<file path="src/sv/brte_pkg.sv">
`default_nettype none
package brte_pkg;

   // result status codes
   localparam logic [1:0] STATUS_VALID     = 2'd0;
   localparam logic [1:0] STATUS_BAD_DATE  = 2'd1;
   localparam logic [1:0] STATUS_LOW_EPOCH = 2'd2;

   // register index as seen on paddr[2]
   localparam logic       CSR_MIN_EPOCH_INDEX = 1'b0;
   localparam logic [31:0] MIN_EPOCH_RESET    = 32'd1577836800;

   localparam logic [11:0] YEAR_BASE   = 12'd2000;
   localparam logic [11:0] ERA4_START  = 12'd1600;
   localparam logic [11:0] ERA5_START  = 12'd2000;
   // |era*146097 - 719468| for the two eras the year range can reach
   localparam logic [17:0] ERA5_OFFSET = 18'd11017;
   localparam logic [17:0] ERA4_OFFSET = 18'd135080;
   localparam logic [17:0] DAYS_PER_YEAR   = 18'd365;
   localparam logic [17:0] SECS_PER_HOUR   = 18'd3600;
   localparam logic [17:0] SECS_PER_MINUTE = 18'd60;
   localparam logic [31:0] SECS_PER_DAY    = 32'd86400;

   typedef struct packed {
      logic [7:0] seconds_byte;
      logic [7:0] minutes_byte;
      logic [7:0] hours_byte;
      logic [7:0] date_byte;
      logic [7:0] month_byte;
      logic [7:0] year_byte;
   } req_type;

   typedef struct packed {
      logic [31:0] epoch_seconds;
      logic [1:0]  status;
   } rsp_type;

   // after nibble decode
   typedef struct packed {
      logic [6:0]  sec;
      logic [6:0]  min;
      logic [5:0]  hour;
      logic [5:0]  day;
      logic [3:0]  mp;
      logic [11:0] year;
      logic        bad;
   } dec_type;

   // after day count
   typedef struct packed {
      logic [16:0] days;
      logic [17:0] hms;
      logic        bad;
   } days_type;

   function automatic logic [7:0] bcd_decode(input logic [7:0] b);
      return {1'b0, b[7:4], 3'b000} + {3'b000, b[7:4], 1'b0} + {4'b0000, b[3:0]};
   endfunction

   // (153 * mp + 2) / 5, march-based month start
   function automatic logic [8:0] month_start(input logic [3:0] mp);
      logic [8:0] r;
      case (mp)
         4'd0:    r = 9'd0;
         4'd1:    r = 9'd31;
         4'd2:    r = 9'd61;
         4'd3:    r = 9'd92;
         4'd4:    r = 9'd122;
         4'd5:    r = 9'd153;
         4'd6:    r = 9'd184;
         4'd7:    r = 9'd214;
         4'd8:    r = 9'd245;
         4'd9:    r = 9'd275;
         4'd10:   r = 9'd306;
         4'd11:   r = 9'd337;
         default: r = 9'd0;
      endcase
      return r;
   endfunction

endpackage
`default_nettype wire

</file>
<file path="src/sv/brte_csr.sv">
`default_nettype none
module brte_csr (
   input  wire logic        clock,
   input  wire logic        reset,
   input  wire logic        psel,
   input  wire logic        penable,
   input  wire logic        pwrite,
   input  wire logic [2:0]  paddr,
   input  wire logic [31:0] pwdata,
   output logic [31:0]      prdata,
   output logic             pready,
   output logic [31:0]      min_epoch
);

   logic [31:0] min_epoch_ff;
   logic        wr_en;

   assign pready = 1'b1;
   assign wr_en  = psel && penable && pwrite && (paddr[2] == brte_pkg::CSR_MIN_EPOCH_INDEX);

   always_ff @(posedge clock) begin
      if (reset) begin
         min_epoch_ff <= brte_pkg::MIN_EPOCH_RESET;
      end else if (wr_en) begin
         min_epoch_ff <= pwdata;
      end
   end

   // byte lanes within the word are not decoded
   assign prdata    = (paddr[2] == brte_pkg::CSR_MIN_EPOCH_INDEX) ? min_epoch_ff : 32'd0;
   assign min_epoch = min_epoch_ff;

endmodule
`default_nettype wire

</file>
<file path="src/sv/brte_decode.sv">
`default_nettype none
module brte_decode (
   input  wire logic              clock,
   input  wire logic              reset,
   input  wire logic              en,
   input  wire logic              in_valid,
   input  wire brte_pkg::req_type in_data,
   output logic                   out_valid,
   output brte_pkg::dec_type      out_data
);

   logic              valid_ff;
   brte_pkg::dec_type data_ff;
   brte_pkg::dec_type data_in;
   logic [7:0]        sec8, min8, hour8, day8, mon8, year8;
   logic [4:0]        month;
   logic [4:0]        mp5;

   always_comb begin
      sec8  = brte_pkg::bcd_decode({1'b0, in_data.seconds_byte[6:0]});
      min8  = brte_pkg::bcd_decode({1'b0, in_data.minutes_byte[6:0]});
      hour8 = brte_pkg::bcd_decode({2'b00, in_data.hours_byte[5:0]});
      day8  = brte_pkg::bcd_decode({2'b00, in_data.date_byte[5:0]});
      mon8  = brte_pkg::bcd_decode({3'b000, in_data.month_byte[4:0]});
      year8 = brte_pkg::bcd_decode(in_data.year_byte);
      month = mon8[4:0];
      // march-based month index, jan and feb belong to the year before
      mp5   = (month > 5'd2) ? (month - 5'd3) : (month + 5'd9);

      data_in.sec  = sec8[6:0];
      data_in.min  = min8[6:0];
      data_in.hour = hour8[5:0];
      data_in.day  = day8[5:0];
      data_in.mp   = mp5[3:0];
      data_in.year = brte_pkg::YEAR_BASE + {4'b0000, year8} - {11'd0, (month <= 5'd2)};
      data_in.bad  = (month == 5'd0) || (month > 5'd12) ||
                     (day8[5:0] == 6'd0) || (day8[5:0] > 6'd31);
   end

   always_ff @(posedge clock) begin
      if (reset) begin
         valid_ff <= 1'b0;
      end else if (en) begin
         valid_ff <= in_valid;
      end
      if (en) begin
         data_ff <= data_in;
      end
   end

   assign out_valid = valid_ff;
   assign out_data  = data_ff;

endmodule
`default_nettype wire

</file>
<file path="src/sv/brte_days.sv">
`default_nettype none
module brte_days (
   input  wire logic              clock,
   input  wire logic              reset,
   input  wire logic              en,
   input  wire logic              in_valid,
   input  wire brte_pkg::dec_type in_data,
   output logic                   out_valid,
   output brte_pkg::days_type     out_data
);

   logic               valid_ff;
   brte_pkg::days_type data_ff;
   brte_pkg::days_type data_in;
   logic               era5;
   logic [11:0]        yoe12;
   logic [8:0]         yoe;
   logic [1:0]         cent;
   logic [17:0]        doe;
   logic [17:0]        days18;

   always_comb begin
      // year range only reaches eras 4 and 5
      era5  = (in_data.year >= brte_pkg::ERA5_START);
      yoe12 = in_data.year - (era5 ? brte_pkg::ERA5_START : brte_pkg::ERA4_START);
      yoe   = yoe12[8:0];
      if (yoe >= 9'd300)      cent = 2'd3;
      else if (yoe >= 9'd200) cent = 2'd2;
      else if (yoe >= 9'd100) cent = 2'd1;
      else                    cent = 2'd0;

      doe = ({9'd0, yoe} * brte_pkg::DAYS_PER_YEAR) + {11'd0, yoe[8:2]} - {16'd0, cent}
          + {9'd0, brte_pkg::month_start(in_data.mp)} + {12'd0, in_data.day} - 18'd1;
      days18 = era5 ? (doe + brte_pkg::ERA5_OFFSET) : (doe - brte_pkg::ERA4_OFFSET);

      data_in.days = days18[16:0];
      data_in.hms  = ({12'd0, in_data.hour} * brte_pkg::SECS_PER_HOUR)
                   + ({11'd0, in_data.min} * brte_pkg::SECS_PER_MINUTE)
                   + {11'd0, in_data.sec};
      data_in.bad  = in_data.bad;
   end

   always_ff @(posedge clock) begin
      if (reset) begin
         valid_ff <= 1'b0;
      end else if (en) begin
         valid_ff <= in_valid;
      end
      if (en) begin
         data_ff <= data_in;
      end
   end

   assign out_valid = valid_ff;
   assign out_data  = data_ff;

endmodule
`default_nettype wire

</file>
<file path="src/sv/brte_epoch.sv">
`default_nettype none
module brte_epoch (
   input  wire logic               clock,
   input  wire logic               reset,
   input  wire logic               en_mul,
   input  wire logic               en_out,
   input  wire logic               in_valid,
   input  wire brte_pkg::days_type in_data,
   input  wire logic [31:0]        min_epoch,
   output logic                    mul_valid,
   output logic                    out_valid,
   output brte_pkg::rsp_type       out_data
);

   logic              mul_valid_ff;
   logic [31:0]       prod_ff;
   logic [17:0]       hms_ff;
   logic              bad_ff;
   logic              out_valid_ff;
   brte_pkg::rsp_type out_ff;
   brte_pkg::rsp_type out_in;
   logic [31:0]       epoch;

   // multiply stage, only the low 32 bits of the product matter
   always_ff @(posedge clock) begin
      if (reset) begin
         mul_valid_ff <= 1'b0;
      end else if (en_mul) begin
         mul_valid_ff <= in_valid;
      end
      if (en_mul) begin
         prod_ff <= {15'd0, in_data.days} * brte_pkg::SECS_PER_DAY;
         hms_ff  <= in_data.hms;
         bad_ff  <= in_data.bad;
      end
   end

   always_comb begin
      epoch = prod_ff + {14'd0, hms_ff};
      if (bad_ff) begin
         out_in.epoch_seconds = 32'd0;
         out_in.status        = brte_pkg::STATUS_BAD_DATE;
      end else begin
         out_in.epoch_seconds = epoch;
         out_in.status        = (epoch > min_epoch) ? brte_pkg::STATUS_VALID
                                                    : brte_pkg::STATUS_LOW_EPOCH;
      end
   end

   always_ff @(posedge clock) begin
      if (reset) begin
         out_valid_ff <= 1'b0;
      end else if (en_out) begin
         out_valid_ff <= mul_valid_ff;
      end
      if (en_out) begin
         out_ff <= out_in;
      end
   end

   assign mul_valid = mul_valid_ff;
   assign out_valid = out_valid_ff;
   assign out_data  = out_ff;

endmodule
`default_nettype wire

</file>
<file path="src/sv/bcd_rtc_time_to_unix_epoch.sv">
`default_nettype none
// channel   direction  payload                   handshake
// req       in         brte_pkg::req_type        req_valid / req_stall
// rsp       out        brte_pkg::rsp_type        rsp_valid / rsp_stall
// csr       in/out     epoch floor at 0x0        psel penable pwrite / pready
//
// one item per cycle while rsp_stall is low; a result passes through the registered stages
// decode, day count, multiply by 86400, then add and compare, in that order
// the 17x17 day-to-seconds multiply has a stage of its own
// reset clears all stage valid bits and loads the epoch floor with its default
// each stage refills when it is empty or its successor moves, so bubbles close up
// under rsp_stall and req_stall rises only once every stage holds an item
module bcd_rtc_time_to_unix_epoch (
   input  wire logic              clock,
   input  wire logic              reset,
   input  wire logic              req_valid,
   output logic                   req_stall,
   input  wire brte_pkg::req_type req_payload,
   output logic                   rsp_valid,
   input  wire logic              rsp_stall,
   output brte_pkg::rsp_type      rsp_payload,
   input  wire logic              psel,
   input  wire logic              penable,
   input  wire logic              pwrite,
   input  wire logic [2:0]        paddr,
   input  wire logic [31:0]       pwdata,
   output logic [31:0]            prdata,
   output logic                   pready
);

   logic               dec_valid, days_valid, mul_valid;
   brte_pkg::dec_type  dec_data;
   brte_pkg::days_type days_data;
   logic [31:0]        min_epoch;
   logic               en_dec, en_days, en_mul, en_out;

   assign en_out    = !rsp_valid || !rsp_stall;
   assign en_mul    = !mul_valid || en_out;
   assign en_days   = !days_valid || en_mul;
   assign en_dec    = !dec_valid || en_days;
   assign req_stall = !en_dec;

   brte_csr u_csr (
      .clock     (clock),
      .reset     (reset),
      .psel      (psel),
      .penable   (penable),
      .pwrite    (pwrite),
      .paddr     (paddr),
      .pwdata    (pwdata),
      .prdata    (prdata),
      .pready    (pready),
      .min_epoch (min_epoch)
   );

   brte_decode u_decode (
      .clock     (clock),
      .reset     (reset),
      .en        (en_dec),
      .in_valid  (req_valid),
      .in_data   (req_payload),
      .out_valid (dec_valid),
      .out_data  (dec_data)
   );

   brte_days u_days (
      .clock     (clock),
      .reset     (reset),
      .en        (en_days),
      .in_valid  (dec_valid),
      .in_data   (dec_data),
      .out_valid (days_valid),
      .out_data  (days_data)
   );

   brte_epoch u_epoch (
      .clock     (clock),
      .reset     (reset),
      .en_mul    (en_mul),
      .en_out    (en_out),
      .in_valid  (days_valid),
      .in_data   (days_data),
      .min_epoch (min_epoch),
      .mul_valid (mul_valid),
      .out_valid (rsp_valid),
      .out_data  (rsp_payload)
   );

   // a transfer always lands in the decode stage
   assert property (@(posedge clock) disable iff (reset)
      (req_valid && !req_stall) |=> dec_valid)
      else $error("accepted item missing from decode stage");

   // backpressure only when the whole pipe is full and the output is held
   assert property (@(posedge clock) disable iff (reset)
      req_stall |-> (dec_valid && days_valid && mul_valid && rsp_valid && rsp_stall))
      else $error("input stalled with room in the pipeline");

   assert property (@(posedge clock) disable iff (reset)
      (rsp_valid && (rsp_payload.status == brte_pkg::STATUS_BAD_DATE))
         |-> (rsp_payload.epoch_seconds == 32'd0))
      else $error("bad date result carries a nonzero epoch");

   assert property (@(posedge clock) disable iff (reset)
      (rsp_valid && (rsp_payload.status == brte_pkg::STATUS_LOW_EPOCH))
         |-> (rsp_payload.epoch_seconds <= min_epoch))
      else $error("low epoch status above the minimum");

endmodule
`default_nettype wire

</file>
<file path="config.mk">
export PLATFORM = sky130hd
export DESIGN_NAME = bcd_rtc_time_to_unix_epoch
export DESIGN_NICKNAME = d
export VERILOG_FILES = /design/src/sv/brte_pkg.sv /design/src/sv/brte_csr.sv /design/src/sv/brte_decode.sv /design/src/sv/brte_days.sv /design/src/sv/brte_epoch.sv /design/src/sv/bcd_rtc_time_to_unix_epoch.sv
export SDC_FILE = /design/constraint.sdc
export NUM_CORES = 1
export LEC_CHECK = 0
export ABC_AREA = 1
export ABC_CLOCK_PERIOD_IN_PS = 10250
export BUFFER_PORTS_ARGS = -buffer_cell sky130_fd_sc_hd__buf_2
export CELL_PAD_IN_SITES_DETAIL_PLACEMENT = 1
export CELL_PAD_IN_SITES_GLOBAL_PLACEMENT = 1
export CORE_ASPECT_RATIO = 1.2
export CORE_MARGIN = 2
export CORE_UTILIZATION = 30
export CTS_CLUSTER_DIAMETER = 30
export DETAILED_ROUTE_END_ITERATION = 7
export PLACE_DENSITY = 0.59
export SLEW_MARGIN = 5
export SYNTH_ARGS = -nofsm -noshare
export SYNTH_HDL_FRONTEND = slang
export SYNTH_SLANG_ARGS = --single-unit
export TNS_END_PERCENT = 1
</file>
<file path="constraint.sdc">
create_clock -name clock -period 10.25 [get_ports clock]
set_clock_uncertainty 0.05 [all_clocks]
set_input_delay 2.05 -clock clock [delete_from_list [all_inputs] [get_ports clock]]
set_output_delay 2.05 -clock clock [all_outputs]
set_load 0.02 [all_outputs]
</file>
==> results.py <==
metrics = {
    "place": {
        "dp_hpwl_um": 36900,
        "gp_congestion": 0.816,
        "dp_slack_ns": 2.77,
        "placed_area_um2": 19800,
        "port_buffers": 146,
    },
    "logic_synthesis": {
        "synth.ff_latch_count": 202,
        "syn_inst": 1980,
        "ys_seq_area_share_pct": 31.1,
        "ys_types": 50,
        "synth.area.top_cells": "edfxtp_1 (26%), ha_1 (20%), fa_1 (13%), inv_1 (9.3%), nand2_1 (5.1%)",
        "syn_area_per_cell_um2": 9.13,
        "synth_top_cell_by_area": "edfxtp_1",
        "synth_area_um2": 18100,
        "synth.top_cell.area_share_pct": 26.1,
        "synth_fp_nets": 2472,
        "synthArstFlopShare_pct": 0,
        "synth_top_flop_cell": "edfxtp_1",
        "synth_enable_flop_cells": 157,
        "ys_warn_count": 0,
    },
    "routing": {
        "detail_route.iter0.violations": 387,
        "wl_um": 44000,
        "routed_via_density": 4.47,
        "routedWlPerCell_um": 14.6,
        "dr.pass1.iters": 4,
        "route.detailed.drc": 0,
        "dr_total_vias": 13477,
        "drtAntennaViolNets": 0,
    },
    "setup_path": {
        "cp_data_arrival_time_ns": 7.63,
        "cp_slowest_stage_delay_ns": 0.66,
        "criticalPathCategory": "flip-flop to flip-flop",
        "critical-path-slowest-cell": "xnor2_1",
        "worstPathMaxFanout": 19,
        "required_ns": 10.55,
        "crit_path_end_kind": "flip-flop",
        "critPathLaunchType": "flip-flop",
        "critPathMostFrequentCell": "nand2_1",
    },
    "clock_tree": {
        "hold_buffers": 0,
        "clock_latency_ns": 0.61,
        "cts_tree": "built",
        "cts-resized-gates": 0,
        "cts_setup_buffers": 0,
        "cts_htree_levels": 2,
        "clock_sinks": 202,
        "cts_root_buf": "clkbuf_16",
        "clockBufferDepth": 3,
        "cts-buffers-inserted": 56,
        "clkTransAtPathRegs_ns": 0.05,
    },
    "sta": {
        "hold_viol": 0,
        "setup_tns_ns": 0,
        "hold_ws_ns": 0.331,
        "slew_violations": 0,
        "rsz0062_at_grt": "false",
        "tightest_slew_ns": 1.08,
        "timing.fmax_mhz": 136,
        "setup_slack_ns": 2.92,
        "timing.final.crit_share_pct": 71.5,
        "max_slew_margin_pct": 27.6,
        "period_minus_slack_ns": 7.33,
        "setup_viol": 0,
    },
    "grt": {
        "grt_antenna_before_repair": 1,
        "track_usage_pct": 14.2,
        "grt_pass1_wl_um": 72100,
        "grt_pass1_vias": 14895,
        "grt_max_degree": 51,
        "overflow": 0,
    },
    "layout": {
        "drive_above_1_share_pct": 13.6,
        "seq_area_um2": 5620,
        "layout_commonest_cell": "inv_1",
        "n_antenna_cell": 0,
        "final_cell_mix": "inv_1 (447), ha_1 (287), nand2_1 (244), edfxtp_1 (157), buf_2 (146)",
        "area_growth_syn_to_layout_pct": 20.2,
        "final.fill_count": 7040,
        "stdcell_area_um2": 21700,
        "multiInputGateArea_um2": 10700,
        "nets": 2660,
    },
    "die": {
        "fp.dieH_um": 273,
        "ios": 159,
        "row_count": 98,
        "start_util_pct": 30.3,
        "die-area_um2": 62200,
        "core_area_um2": 59600,
        "die_x_um": 228,
    },
    "job": {
        "maxCapViolations": 0,
    },
    "status": {
        "status": "complete, no violations",
    },
    "min_path": {
        "worstHoldPathType": "flip-flop to flip-flop",
    },
}
[synthesized netlist by cell type (4+ instances only)]
| library cell | count |
|---|---|
| inv_1 | 448 |
| ha_1 | 287 |
| nand2_1 | 245 |
| edfxtp_1 | 157 |
| nor2_1 | 137 |
| fa_1 | 115 |
| a21oi_1 | 106 |
| nand3_1 | 77 |
| xor2_1 | 72 |
| o21ai_0 | 63 |
| dfxtp_1 | 45 |
| xnor2_1 | 38 |
| nand2_2 | 19 |
| clkbuf_1 | 18 |
| nand4_1 | 18 |
| nor3_1 | 16 |
| o211ai_1 | 15 |
| a21o_1 | 10 |
| o21bai_1 | 9 |
| inv_2 | 8 |
| a31oi_1 | 6 |
| nor2_2 | 6 |
| o21ai_1 | 6 |
| a21boi_0 | 5 |
| a211oi_1 | 4 |
| nor4_1 | 4 |
| o21a_1 | 4 |
[flip-flops by register name (all words and copies together) (netlist names), named ones only]
register            flops
u_decode.out_data      43
u_days.out_data        36
u_epoch.prod_ff        25
u_epoch.out_data       34
u_epoch.hms_ff         18
u_epoch.mul_valid       1
u_csr.min_epoch        32
u_days.out_valid        1
u_epoch.out_valid       1
u_epoch.bad_ff          1
u_decode.out_valid      1
[metal layers]
metal  vias to the layer above  GRT usage [%]  share of wire, %
li1                       6768              -                 -
met1                      6419           15.3                41
met2                       211           27.8                53
met3                        77           2.36               3.2
met4                         2           4.58               2.5
met5                         -              0             0.025
[layout make-up]
class | instances | area share (%)
repair buffers | 151 | 3.54
flip-flops and latches | 202 | 25.9
well taps | 800 | 4.61
clock inverters | 34 | 1.62
inverters | 456 | 7.88
multi-input cells | 1301 | 49.1
clock buffers | 71 | 7.43
[worst max-delay path, delay by kind of cell (launching register included)]
family / cells / cell delay [ns]
AOI/OAI and AO/OA: 1 / 0.12
xor gates and xnor gates: 1 / 0.66
adders and majority gates: 8 / 3.26
buffers and inverters: 6 / 0.74
DFF: 1 / 0.43
and+or+nand+nor: 14 / 1.82
[worst paths after layout]
path / startpoint / to / slack, ns / cells past startpoint
max: u_decode.out_data[7] / u_days.out_data[33] / 2.92 / 30
min: u_days.out_data[9] / u_epoch.hms_ff[8] / 0.33 / 0
max reg2reg: u_decode.out_data[7] / u_days.out_data[33] / 2.92 / 30
min reg2reg: u_days.out_data[9] / u_epoch.hms_ff[8] / 0.33 / 0
[through the flow]
step	cells	util (%)
floorplan	1980	-
global placement	2910	33.1
detailed placement	2910	33.1
CTS	3015	36.4
global route	3015	36.4
finish	3015	36.4
[cell families after synthesis]
| family | share of synthesized area (%) |
|---|---|
| AND/OR/NAND/NOR | 13.0 |
| buffers and inverters | 9.96 |
| adder cells (fa/ha/maj) | 32.6 |
| AO/OA/AOI/OAI | 7.88 |
| flip-flops | 31.1 |
| XOR/XNOR | 5.42 |
| other | 0.0208 |
Power is not shown: default switching activity piles up to over one toggle a cycle in this logic, so the estimate is an artifact.
